### config.mk
export PLATFORM = sky130hd
export DESIGN_NAME = seven_segment_screen_formatter_core
export DESIGN_NICKNAME = d
export VERILOG_FILES = /design/src/rtl/ssf_pkg.sv /design/src/rtl/seven_segment_screen_formatter_core.sv /design/src/rtl/ssf_split.sv /design/src/rtl/ssf_format.sv
export SDC_FILE = /design/constraint.sdc
export NUM_CORES = 1
export LEC_CHECK = 0
export BUFFER_PORTS_ARGS = -buffer_cell sky130_fd_sc_hd__buf_2
export CAP_MARGIN = 30
export CORE_MARGIN = 3
export CORE_UTILIZATION = 45
export CTS_CLUSTER_DIAMETER = 120
export DETAILED_ROUTE_END_ITERATION = 6
export GPL_TIMING_DRIVEN = 0
export PLACE_DENSITY = 0.69
export REMOVE_ABC_BUFFERS = 1
export SLEW_MARGIN = 20
export SYNTH_ARGS = -nofsm -noshare
export SYNTH_HDL_FRONTEND = slang
export SYNTH_SLANG_ARGS = --single-unit
### constraint.sdc
create_clock -name i_clk -period 18.1 [get_ports i_clk]
set_input_delay 3.62 -clock i_clk [delete_from_list [all_inputs] [get_ports i_clk]]
set_output_delay 3.62 -clock i_clk [all_outputs]
set_load 0.05 [all_outputs]
### src/rtl/ssf_pkg.sv
// shared types, constants and helper functions for the seven-segment screen formatter
`timescale 1ns / 1ps

package ssf_pkg;

    // segment codes, active low, bit 7 is the decimal point
    localparam logic [7:0] SEG_BLANK   = 8'hFF;
    localparam logic [7:0] SEG_DP_MASK = 8'h7F;
    localparam logic [7:0] SEG_H       = 8'h89;
    localparam logic [7:0] SEG_C       = 8'hC6;
    localparam logic [7:0] SEG_U       = 8'hC1;
    localparam logic [7:0] SEG_F       = 8'h8E;
    localparam logic [7:0] SEG_P       = 8'h8C;

    localparam int unsigned VALUE_W = 20;
    localparam int unsigned FUNC_W  = 3;
    localparam int unsigned THOU_W  = 11;   // value / 1000 is at most 1048
    localparam int unsigned REM_W   = 10;   // value % 1000 is at most 999
    localparam int unsigned POS_N   = 8;

    // floor(v / 1000) = (v * RECIP_1000) >> RECIP_1000_SH for any 20-bit v
    localparam logic [20:0] RECIP_1000    = 21'd1073742;
    localparam int unsigned RECIP_1000_SH = 30;
    localparam logic [20:0] THOUSAND      = 21'd1000;

    // small dividers for values below 1049
    localparam logic [16:0] RECIP_10     = 17'd52429;
    localparam int unsigned RECIP_10_SH  = 19;
    localparam logic [10:0] RECIP_100    = 11'd1311;
    localparam int unsigned RECIP_100_SH = 17;

    typedef enum logic [FUNC_W-1:0] {
        SCR_TEMP      = 3'd0,
        SCR_VOLT      = 3'd1,
        SCR_FREQ      = 3'd2,
        SCR_HOLD_TEMP = 3'd3,
        SCR_HOLD_VOLT = 3'd4,
        SCR_HOLD_FREQ = 3'd5,
        SCR_PARAM     = 3'd6,
        SCR_BLANK     = 3'd7
    } t_screen;

    typedef logic [POS_N-1:0][7:0] t_seg_row;

    // result of the thousands split: two narrow halves and the blanking compares
    typedef struct packed {
        logic [THOU_W-1:0] thou;
        logic [REM_W-1:0]  rem;
        logic [5:1]        ge_pow10;   // bit k: value >= 10^k
    } t_split;

    typedef struct packed {
        logic [3:0] d2;
        logic [3:0] d1;
        logic [3:0] d0;
    } t_digits3;

    function automatic logic [7:0] seg_of(input logic [3:0] digit);
        logic [7:0] seg;
        unique case (digit)
            4'd0:    seg = 8'hC0;
            4'd1:    seg = 8'hF9;
            4'd2:    seg = 8'hA4;
            4'd3:    seg = 8'hB0;
            4'd4:    seg = 8'h99;
            4'd5:    seg = 8'h92;
            4'd6:    seg = 8'h82;
            4'd7:    seg = 8'hF8;
            4'd8:    seg = 8'h80;
            4'd9:    seg = 8'h90;
            default: seg = SEG_BLANK;
        endcase
        return seg;
    endfunction

    // three low decimal digits of x (x < 1049); the hundreds digit wraps at ten
    function automatic t_digits3 digits3(input logic [THOU_W-1:0] x);
        logic [27:0] p10;
        logic [21:0] p100;
        logic [6:0]  t;
        logic [3:0]  u;
        logic [10:0] t_x10;
        logic [6:0]  u_x10;
        t_digits3    d;
        p10   = 28'(x) * 28'(RECIP_10);
        p100  = 22'(x) * 22'(RECIP_100);
        t     = p10[RECIP_10_SH +: 7];
        u     = p100[RECIP_100_SH +: 4];
        t_x10 = {1'b0, t, 3'b000} + {3'b000, t, 1'b0};
        u_x10 = {u, 3'b000} - {u, 1'b0} + {2'b00, u, 1'b0} + {2'b00, u, 1'b0};
        d.d0  = 4'(x - t_x10);
        d.d1  = 4'(t - u_x10);
        d.d2  = (u >= 4'd10) ? 4'(u - 4'd10) : u;
        return d;
    endfunction

endpackage

### src/rtl/seven_segment_screen_formatter_core.sv
// top level: three-register pipeline turning a screen request into eight segment bytes
// a request passes the input, split and result registers before it shows on o_valid
// throughput: one request per cycle; each stage moves on when the stage after it
//   is empty or is moving on, so o_stall rises only with all three stages full and held
// reset: synchronous active-low i_rst_n empties every stage; data registers are not reset
`timescale 1ns / 1ps

module seven_segment_screen_formatter_core (
    input  logic                        i_clk,
    input  logic                        i_rst_n,
    // request side
    input  logic                        i_valid,
    output logic                        o_stall,
    input  logic [ssf_pkg::FUNC_W-1:0]  i_func,
    input  logic [ssf_pkg::VALUE_W-1:0] i_value,
    // result side
    output logic                        o_valid,
    input  logic                        i_stall,
    output logic [7:0]                  o_seg_pos0,
    output logic [7:0]                  o_seg_pos1,
    output logic [7:0]                  o_seg_pos2,
    output logic [7:0]                  o_seg_pos3,
    output logic [7:0]                  o_seg_pos4,
    output logic [7:0]                  o_seg_pos5,
    output logic [7:0]                  o_seg_pos6,
    output logic [7:0]                  o_seg_pos7
);

    // stage 1: input register
    logic                        r_s1_valid;
    ssf_pkg::t_screen            r_s1_func;
    logic [ssf_pkg::VALUE_W-1:0] r_s1_value;

    // stage 2: thousands split and blanking flags
    logic                        r_s2_valid;
    ssf_pkg::t_screen            r_s2_func;
    ssf_pkg::t_split             r_s2_split;

    // stage 3: result register
    logic                        r_o_valid;
    ssf_pkg::t_seg_row           r_o_seg;

    ssf_pkg::t_split             w_split;
    ssf_pkg::t_seg_row           w_seg;

    logic w_out_en;
    logic w_s2_en;
    logic w_s1_en;
    logic w_in_take;

    // a stage loads when it is empty or its content moves on this cycle
    assign w_out_en  = !r_o_valid || !i_stall;
    assign w_s2_en   = !r_s2_valid || w_out_en;
    assign w_s1_en   = !r_s1_valid || w_s2_en;
    assign o_stall   = !w_s1_en;
    assign w_in_take = i_valid && w_s1_en;

    always_ff @(posedge i_clk) begin
        if (!i_rst_n) begin
            r_s1_valid <= 1'b0;
            r_s2_valid <= 1'b0;
            r_o_valid  <= 1'b0;
        end else begin
            if (w_s1_en) begin
                r_s1_valid <= i_valid;
            end
            if (w_s2_en) begin
                r_s2_valid <= r_s1_valid;
            end
            if (w_out_en) begin
                r_o_valid <= r_s2_valid;
            end
        end
    end

    // payload moves only with a valid request, so a held result never changes
    always_ff @(posedge i_clk) begin
        if (w_in_take) begin
            r_s1_func  <= ssf_pkg::t_screen'(i_func);
            r_s1_value <= i_value;
        end
        if (w_s2_en && r_s1_valid) begin
            r_s2_func  <= r_s1_func;
            r_s2_split <= w_split;
        end
        if (w_out_en && r_s2_valid) begin
            r_o_seg <= w_seg;
        end
    end

    // value -> thousands, remainder, compares against powers of ten
    ssf_split u_split (
        .i_value (r_s1_value),
        .o_split (w_split)
    );

    // digits and per-screen layout
    ssf_format u_format (
        .i_screen (r_s2_func),
        .i_split  (r_s2_split),
        .o_seg    (w_seg)
    );

    assign o_valid    = r_o_valid;
    assign o_seg_pos0 = r_o_seg[0];
    assign o_seg_pos1 = r_o_seg[1];
    assign o_seg_pos2 = r_o_seg[2];
    assign o_seg_pos3 = r_o_seg[3];
    assign o_seg_pos4 = r_o_seg[4];
    assign o_seg_pos5 = r_o_seg[5];
    assign o_seg_pos6 = r_o_seg[6];
    assign o_seg_pos7 = r_o_seg[7];

    // back-pressure only with every stage occupied
    a_stall_full: assert property (@(posedge i_clk) disable iff (!i_rst_n)
        o_stall |-> (r_s1_valid && r_s2_valid && r_o_valid))
        else $error("stall raised with an empty stage");

    // a taken request always lands in stage 1
    a_take_lands: assert property (@(posedge i_clk) disable iff (!i_rst_n)
        w_in_take |=> r_s1_valid)
        else $error("accepted request lost at stage 1");

    // a held stage 2 entry is not dropped while the result side stalls
    a_s2_held: assert property (@(posedge i_clk) disable iff (!i_rst_n)
        (r_s2_valid && !w_out_en) |=> r_s2_valid)
        else $error("stage 2 entry dropped under stall");

    // any screen with a prefix letter always shows a rightmost digit
    a_last_digit: assert property (@(posedge i_clk) disable iff (!i_rst_n)
        (o_valid && (o_seg_pos0 != ssf_pkg::SEG_BLANK)) |-> (o_seg_pos7 != ssf_pkg::SEG_BLANK))
        else $error("rightmost digit blank on a live screen");

endmodule

### src/rtl/ssf_split.sv
// first stage logic: splits the value into thousands and remainder, and blanking compares
`timescale 1ns / 1ps

module ssf_split (
    input  logic [ssf_pkg::VALUE_W-1:0] i_value,
    output ssf_pkg::t_split             o_split
);

    logic [40:0] w_prod;
    logic [10:0] w_q_est;
    logic [20:0] w_q_x1000;
    logic [20:0] w_rem_est;
    logic        w_fix;

    // reciprocal multiply, then one compare-subtract correction
    assign w_prod    = 41'(i_value) * 41'(ssf_pkg::RECIP_1000);
    assign w_q_est   = w_prod[ssf_pkg::RECIP_1000_SH +: ssf_pkg::THOU_W];
    assign w_q_x1000 = {w_q_est, 10'b0} - {6'b0, w_q_est, 4'b0} - {7'b0, w_q_est, 3'b0};
    assign w_rem_est = {1'b0, i_value} - w_q_x1000;
    assign w_fix     = (w_rem_est >= ssf_pkg::THOUSAND);

    always_comb begin
        o_split.thou = w_fix ? (w_q_est + 11'd1) : w_q_est;
        o_split.rem  = w_fix ? 10'(w_rem_est - ssf_pkg::THOUSAND) : w_rem_est[9:0];
        o_split.ge_pow10[1] = (i_value >= 20'd10);
        o_split.ge_pow10[2] = (i_value >= 20'd100);
        o_split.ge_pow10[3] = (i_value >= 20'd1000);
        o_split.ge_pow10[4] = (i_value >= 20'd10000);
        o_split.ge_pow10[5] = (i_value >= 20'd100000);
    end

endmodule

### src/rtl/ssf_format.sv
// second stage logic: decimal digits and screen layout into segment bytes
`timescale 1ns / 1ps

module ssf_format (
    input  ssf_pkg::t_screen  i_screen,
    input  ssf_pkg::t_split   i_split,
    output ssf_pkg::t_seg_row o_seg
);

    ssf_pkg::t_digits3 w_lo;
    ssf_pkg::t_digits3 w_hi;
    logic [7:0]        w_dig [6];
    logic [7:0]        w_tmp [4];
    logic [7:0]        w_tnt [2];
    logic [7:0]        w_frq [6];

    assign w_lo = ssf_pkg::digits3({1'b0, i_split.rem});
    assign w_hi = ssf_pkg::digits3(i_split.thou);

    assign w_dig[0] = ssf_pkg::seg_of(w_lo.d0);
    assign w_dig[1] = ssf_pkg::seg_of(w_lo.d1);
    assign w_dig[2] = ssf_pkg::seg_of(w_lo.d2);
    assign w_dig[3] = ssf_pkg::seg_of(w_hi.d0);
    assign w_dig[4] = ssf_pkg::seg_of(w_hi.d1);
    assign w_dig[5] = ssf_pkg::seg_of(w_hi.d2);

    // xx.xx
    assign w_tmp[0] = i_split.ge_pow10[3] ? w_dig[3] : ssf_pkg::SEG_BLANK;
    assign w_tmp[1] = w_dig[2] & ssf_pkg::SEG_DP_MASK;
    assign w_tmp[2] = w_dig[1];
    assign w_tmp[3] = w_dig[0];

    // x.x
    assign w_tnt[0] = w_dig[1] & ssf_pkg::SEG_DP_MASK;
    assign w_tnt[1] = w_dig[0];

    // six digits, leading zeros blank
    assign w_frq[0] = i_split.ge_pow10[5] ? w_dig[5] : ssf_pkg::SEG_BLANK;
    assign w_frq[1] = i_split.ge_pow10[4] ? w_dig[4] : ssf_pkg::SEG_BLANK;
    assign w_frq[2] = i_split.ge_pow10[3] ? w_dig[3] : ssf_pkg::SEG_BLANK;
    assign w_frq[3] = i_split.ge_pow10[2] ? w_dig[2] : ssf_pkg::SEG_BLANK;
    assign w_frq[4] = i_split.ge_pow10[1] ? w_dig[1] : ssf_pkg::SEG_BLANK;
    assign w_frq[5] = w_dig[0];

    always_comb begin
        o_seg = {ssf_pkg::POS_N{ssf_pkg::SEG_BLANK}};
        unique case (i_screen)
            ssf_pkg::SCR_TEMP: begin
                o_seg[0] = ssf_pkg::SEG_C;
                o_seg[4] = w_tmp[0];
                o_seg[5] = w_tmp[1];
                o_seg[6] = w_tmp[2];
                o_seg[7] = w_tmp[3];
            end
            ssf_pkg::SCR_HOLD_TEMP: begin
                o_seg[0] = ssf_pkg::SEG_H;
                o_seg[1] = ssf_pkg::SEG_C;
                o_seg[4] = w_tmp[0];
                o_seg[5] = w_tmp[1];
                o_seg[6] = w_tmp[2];
                o_seg[7] = w_tmp[3];
            end
            ssf_pkg::SCR_VOLT: begin
                o_seg[0] = ssf_pkg::SEG_U;
                o_seg[6] = w_tnt[0];
                o_seg[7] = w_tnt[1];
            end
            ssf_pkg::SCR_HOLD_VOLT: begin
                o_seg[0] = ssf_pkg::SEG_H;
                o_seg[1] = ssf_pkg::SEG_U;
                o_seg[6] = w_tnt[0];
                o_seg[7] = w_tnt[1];
            end
            ssf_pkg::SCR_PARAM: begin
                o_seg[0] = ssf_pkg::SEG_P;
                o_seg[6] = w_tnt[0];
                o_seg[7] = w_tnt[1];
            end
            ssf_pkg::SCR_FREQ: begin
                o_seg[0] = ssf_pkg::SEG_F;
                for (int i = 0; i < 6; i++) begin
                    o_seg[i+2] = w_frq[i];
                end
            end
            ssf_pkg::SCR_HOLD_FREQ: begin
                o_seg[0] = ssf_pkg::SEG_H;
                o_seg[1] = ssf_pkg::SEG_F;
                for (int i = 0; i < 6; i++) begin
                    o_seg[i+2] = w_frq[i];
                end
            end
            ssf_pkg::SCR_BLANK: begin
                o_seg = {ssf_pkg::POS_N{ssf_pkg::SEG_BLANK}};
            end
            default: begin
                o_seg = {ssf_pkg::POS_N{ssf_pkg::SEG_BLANK}};
            end
        endcase
    end

endmodule
==> metrics.md <==
| Metric | Value |
|---|---|
| Status | complete, no violations |
| Root buffer cell | clkbuf_16 |
| Dpl hpwl | a little under 40000 um |
| Arrival time worst endpoint | about 11000 ps |
| Cells after Synth | around 2100 |
| Final Slew Violations | 0 |
| Io pins | 93 |
| Synthesized area | roughly 21000 sq um |
| Asr flop ratio synth | 0% |
| Final setup fails | 0 |
| Nets | between 3000 and 4000 |
| Crit Path Class | flop to flop |
| CP max stage cell | edfxtp_1 |
| Number of setup buffers added after CTS | 0 |
| Req. time, crit path | roughly 18000 ps |
| Worst Path Max Fanout | 18 |
| Worst Setup End Kind | flop |
| Clock transition at path regs | roughly 90 ps |
| GRT Util Overall | 18.8% |
| XOR/XNOR share of the synthesized area | around 3.3% |
| Clock Latency Late Sink | about 380 ps |
| Ys flop type | edfxtp_1 |
| Post-synth EDFFs | ~110 |
| Post-cts hold buffer count | 0 |
| Layout cells sized above 1 | under 10% |
| Via density | approximately 5.3 |
| Core area | roughly 46000 sq um |
| Total congestion overflow | 0 |
| WL final | approximately 46000 um |
| DRC | 0 |
| Period utilisation layout | roughly three fifths |
| Detail Route Antenna Nets | 0 |
| Combinational family with the most area after synthesis | adder cells |
| Vias in the first global route | around 16000 |
| Routed wire per std cell | around 16 um |
| Dpl cells | approximately 2800 |
| Ys Warns | 0 |
| Simple-gate area share of the yosys netlist | 7.29% |
| # rows | 78 |
| FF+latch area | approximately 3300 sq um |
| GPL Wtd Cong | between 0.9 and 1 |
| CTS sink cnt | 110 |
| DR iter-0 viols | about 720 |
| Die X-Extent | around 220 um |
| Die height | ~220 um |
| Tightest Hold Check Type | flop to flop |
| Area of the multi-input gates | between 15000 and 20000 sq um |
| Inserted Clock Buffers | 9 |
| Largest net degree at the start of global routing | 27 |
| Min Tclk post-route | roughly 11000 ps |
| Drt pass-1 iters | 6 |
| Diodes inserted | 0 |
| Initial Util | a little under half |
| CP max stage delay | just under 700 ps |
| RSZ-0062 raised after global routing | false |
| Relative slew margins | about a third |
| Most common cell on crit path | inv_1 |
| Die area | between 40000 and 50000 sq um |
| Startpoint types | flop |
| Post_cts resized | 0 |
| Area grow syn2layout | 7.13% |
| Via count | 15000 |
| CTS tree | done |
| Worst-margin pin slew | slightly below 1000 ps |
| Final hold vios | 0 |
| IO Port Bufs | 86 |
| Maxcap violations | 0 |
| First-pass GRT wire length | around 77000 um |
| Flops & latches, synth | 110 |
| Fmax | 0.0908 GHz |
| CTS Buffer Depth | 2 |
| Setup TNS | 0 ps |
| H-Tree Depth | 3 |
| Mux cell area share after synthesis | less than 1% |
| Synth Area in Adders | 53.6% |
| Initial antenna violation count | 0 |
| Mean post-synth cell area | 9.95 sq um |
| Yosys cell types | 73 |
| Fill count | 4184 |
| Compound-Gate Fraction of Synth Area | 10.2% |
| Final setup skew | between 10 and 15 ps |
| Seq/Total Area, Yosys | between 10% and 20% |
| Final std cells w/o fill | roughly 2800 |
state kept, by name (all words and copies together) (netlist names), 5 cells and up:
register	flops
o_seg_pos0	6
o_seg_pos6	8
o_seg_pos5	8
o_seg_pos4	7
o_seg_pos2	7
o_seg_pos7	7
o_seg_pos3	7
o_seg_pos1	5
r_s1_value	20
r_s2_split	26
cell usage after synthesis (5+ instances only):
cell	number	share of area, %
nand2b_1	13	0.38
or2_2	9	0.27
or3_1	7	0.21
nor2b_1	16	0.47
mux2_2	5	0.27
o21a_1	14	0.50
nand3_1	33	0.78
o211ai_1	10	0.35
clkbuf_1	6	0.11
nor2_1	69	1.2
mux2i_1	14	0.66
xor2_1	24	0.99
a31oi_1	15	0.44
fa_1	228	22
a21o_1	28	0.99
buf_4	9	0.32
o211a_1	5	0.24
nand2_1	92	1.6
o21bai_1	9	0.32
o21ai_0	81	1.9
and2_1	9	0.27
nand4_1	12	0.35
edfxtp_1	107	15
o2111ai_1	7	0.29
and3_1	10	0.29
a21oi_1	72	1.7
xnor2_1	53	2.2
nor3_1	15	0.35
a211oi_1	24	0.85
nor4_1	9	0.27
inv_1	495	8.8
a221oi_1	6	0.25
ha_1	544	32
stage by stage:
step           utilization, %  cell area [sq um]  hold WS, ps  setup slack (ps)
3_5_place_dp             48.8              22400          409              7220
6_report                 49.4              22700          427              7090
4_1_cts                  49.4              22700          429              7160
5_1_grt                  49.4              22700          432              6590
2_1_floorplan               -              21100          400              8720
3_3_place_gp             48.5              22300          406              7300
worst paths after layout:
path	from	to	slack, ps	cells after the start
worst max register to register	r_s1_value[2]	r_s2_split[23]	7090	35
worst max-delay path	r_s1_value[2]	r_s2_split[23]	7090	35
worst min-delay path	r_s1_func[1]	r_s2_func[1]	430	0
worst min register to register	r_s1_func[1]	r_s2_func[1]	430	0
critical path, delay by kind of cell (launching register included):
family / cells / cell delay (ps)
AOI/OAI and AO/OA: 7 / 2190
xor gates and xnor gates: 4 / 580
adders and majority gates: 11 / 4660
buffers and inverters: 7 / 790
DFF: 1 / 680
and+or+nand+nor: 6 / 1870
area by class of cell:
cell class / count / area share [%]
Multi-Input combinational cell: 1515 / 70.5
Sequential cell: 110 / 14.4
Inverter: 495 / 8.18
Tap cell: 600 / 3.30
Timing Repair Buffer: 91 / 2.31
Clock buffer: 9 / 0.991
Clock inverter: 7 / 0.341
routing by layer:
layer | up-vias | share of wire (%) | track usage (%) | routed length [um]
met5 | - | 0 | 0 | 0
met4 | 0 | 2.8 | 5.31 | 1290
met3 | 87 | 3.4 | 2.62 | 1570
met2 | 259 | 50 | 33.3 | 23000
met1 | 7304 | 44 | 24.0 | 20200
li1 | 7331 | - | - | -
logic make-up after synthesis:
kind of cell / after synthesis
other: 1
xor gates and xnor gates: 78
muxes: 19
and+or+nand+nor: 314
buffers and inverters: 513
DFF: 110
AOI/OAI and AO/OA: 326
adders and majority gates: 772
cells in the final DEF, fill, tap and decap left out, types with 4 or more instances in the layout:
| master | instances |
|---|---|
| nand3_1 | 33 |
| clkbuf_16 | 9 |
| mux2i_1 | 14 |
| and3_1 | 10 |
| xor2_1 | 24 |
| nand2_1 | 92 |
| a21oi_1 | 72 |
| nand4_1 | 12 |
| inv_1 | 495 |
| or3_1 | 7 |
| nand4b_1 | 4 |
| o211ai_1 | 10 |
| nor2_1 | 69 |
| nor2b_1 | 14 |
| a22oi_1 | 4 |
| or2_2 | 9 |
| o21a_1 | 14 |
| conb_1 | 6 |
| a31o_2 | 4 |
| a221oi_1 | 6 |
| buf_2 | 87 |
| edfxtp_1 | 107 |
| nor3_1 | 15 |
| ha_1 | 544 |
| o211a_1 | 5 |
| o21ai_0 | 81 |
| nor4_1 | 9 |
| mux2_2 | 5 |
| a211oi_1 | 24 |
| o21bai_1 | 9 |
| and2_1 | 9 |
| xnor2_1 | 53 |
| a21o_1 | 28 |
| a31oi_1 | 15 |
| o2111ai_1 | 7 |
| nand2b_1 | 13 |
| fa_1 | 228 |
Power is left out: the tool's default activity adds up to more than one toggle a clock period on the data nets, which glitch-free logic cannot reach.
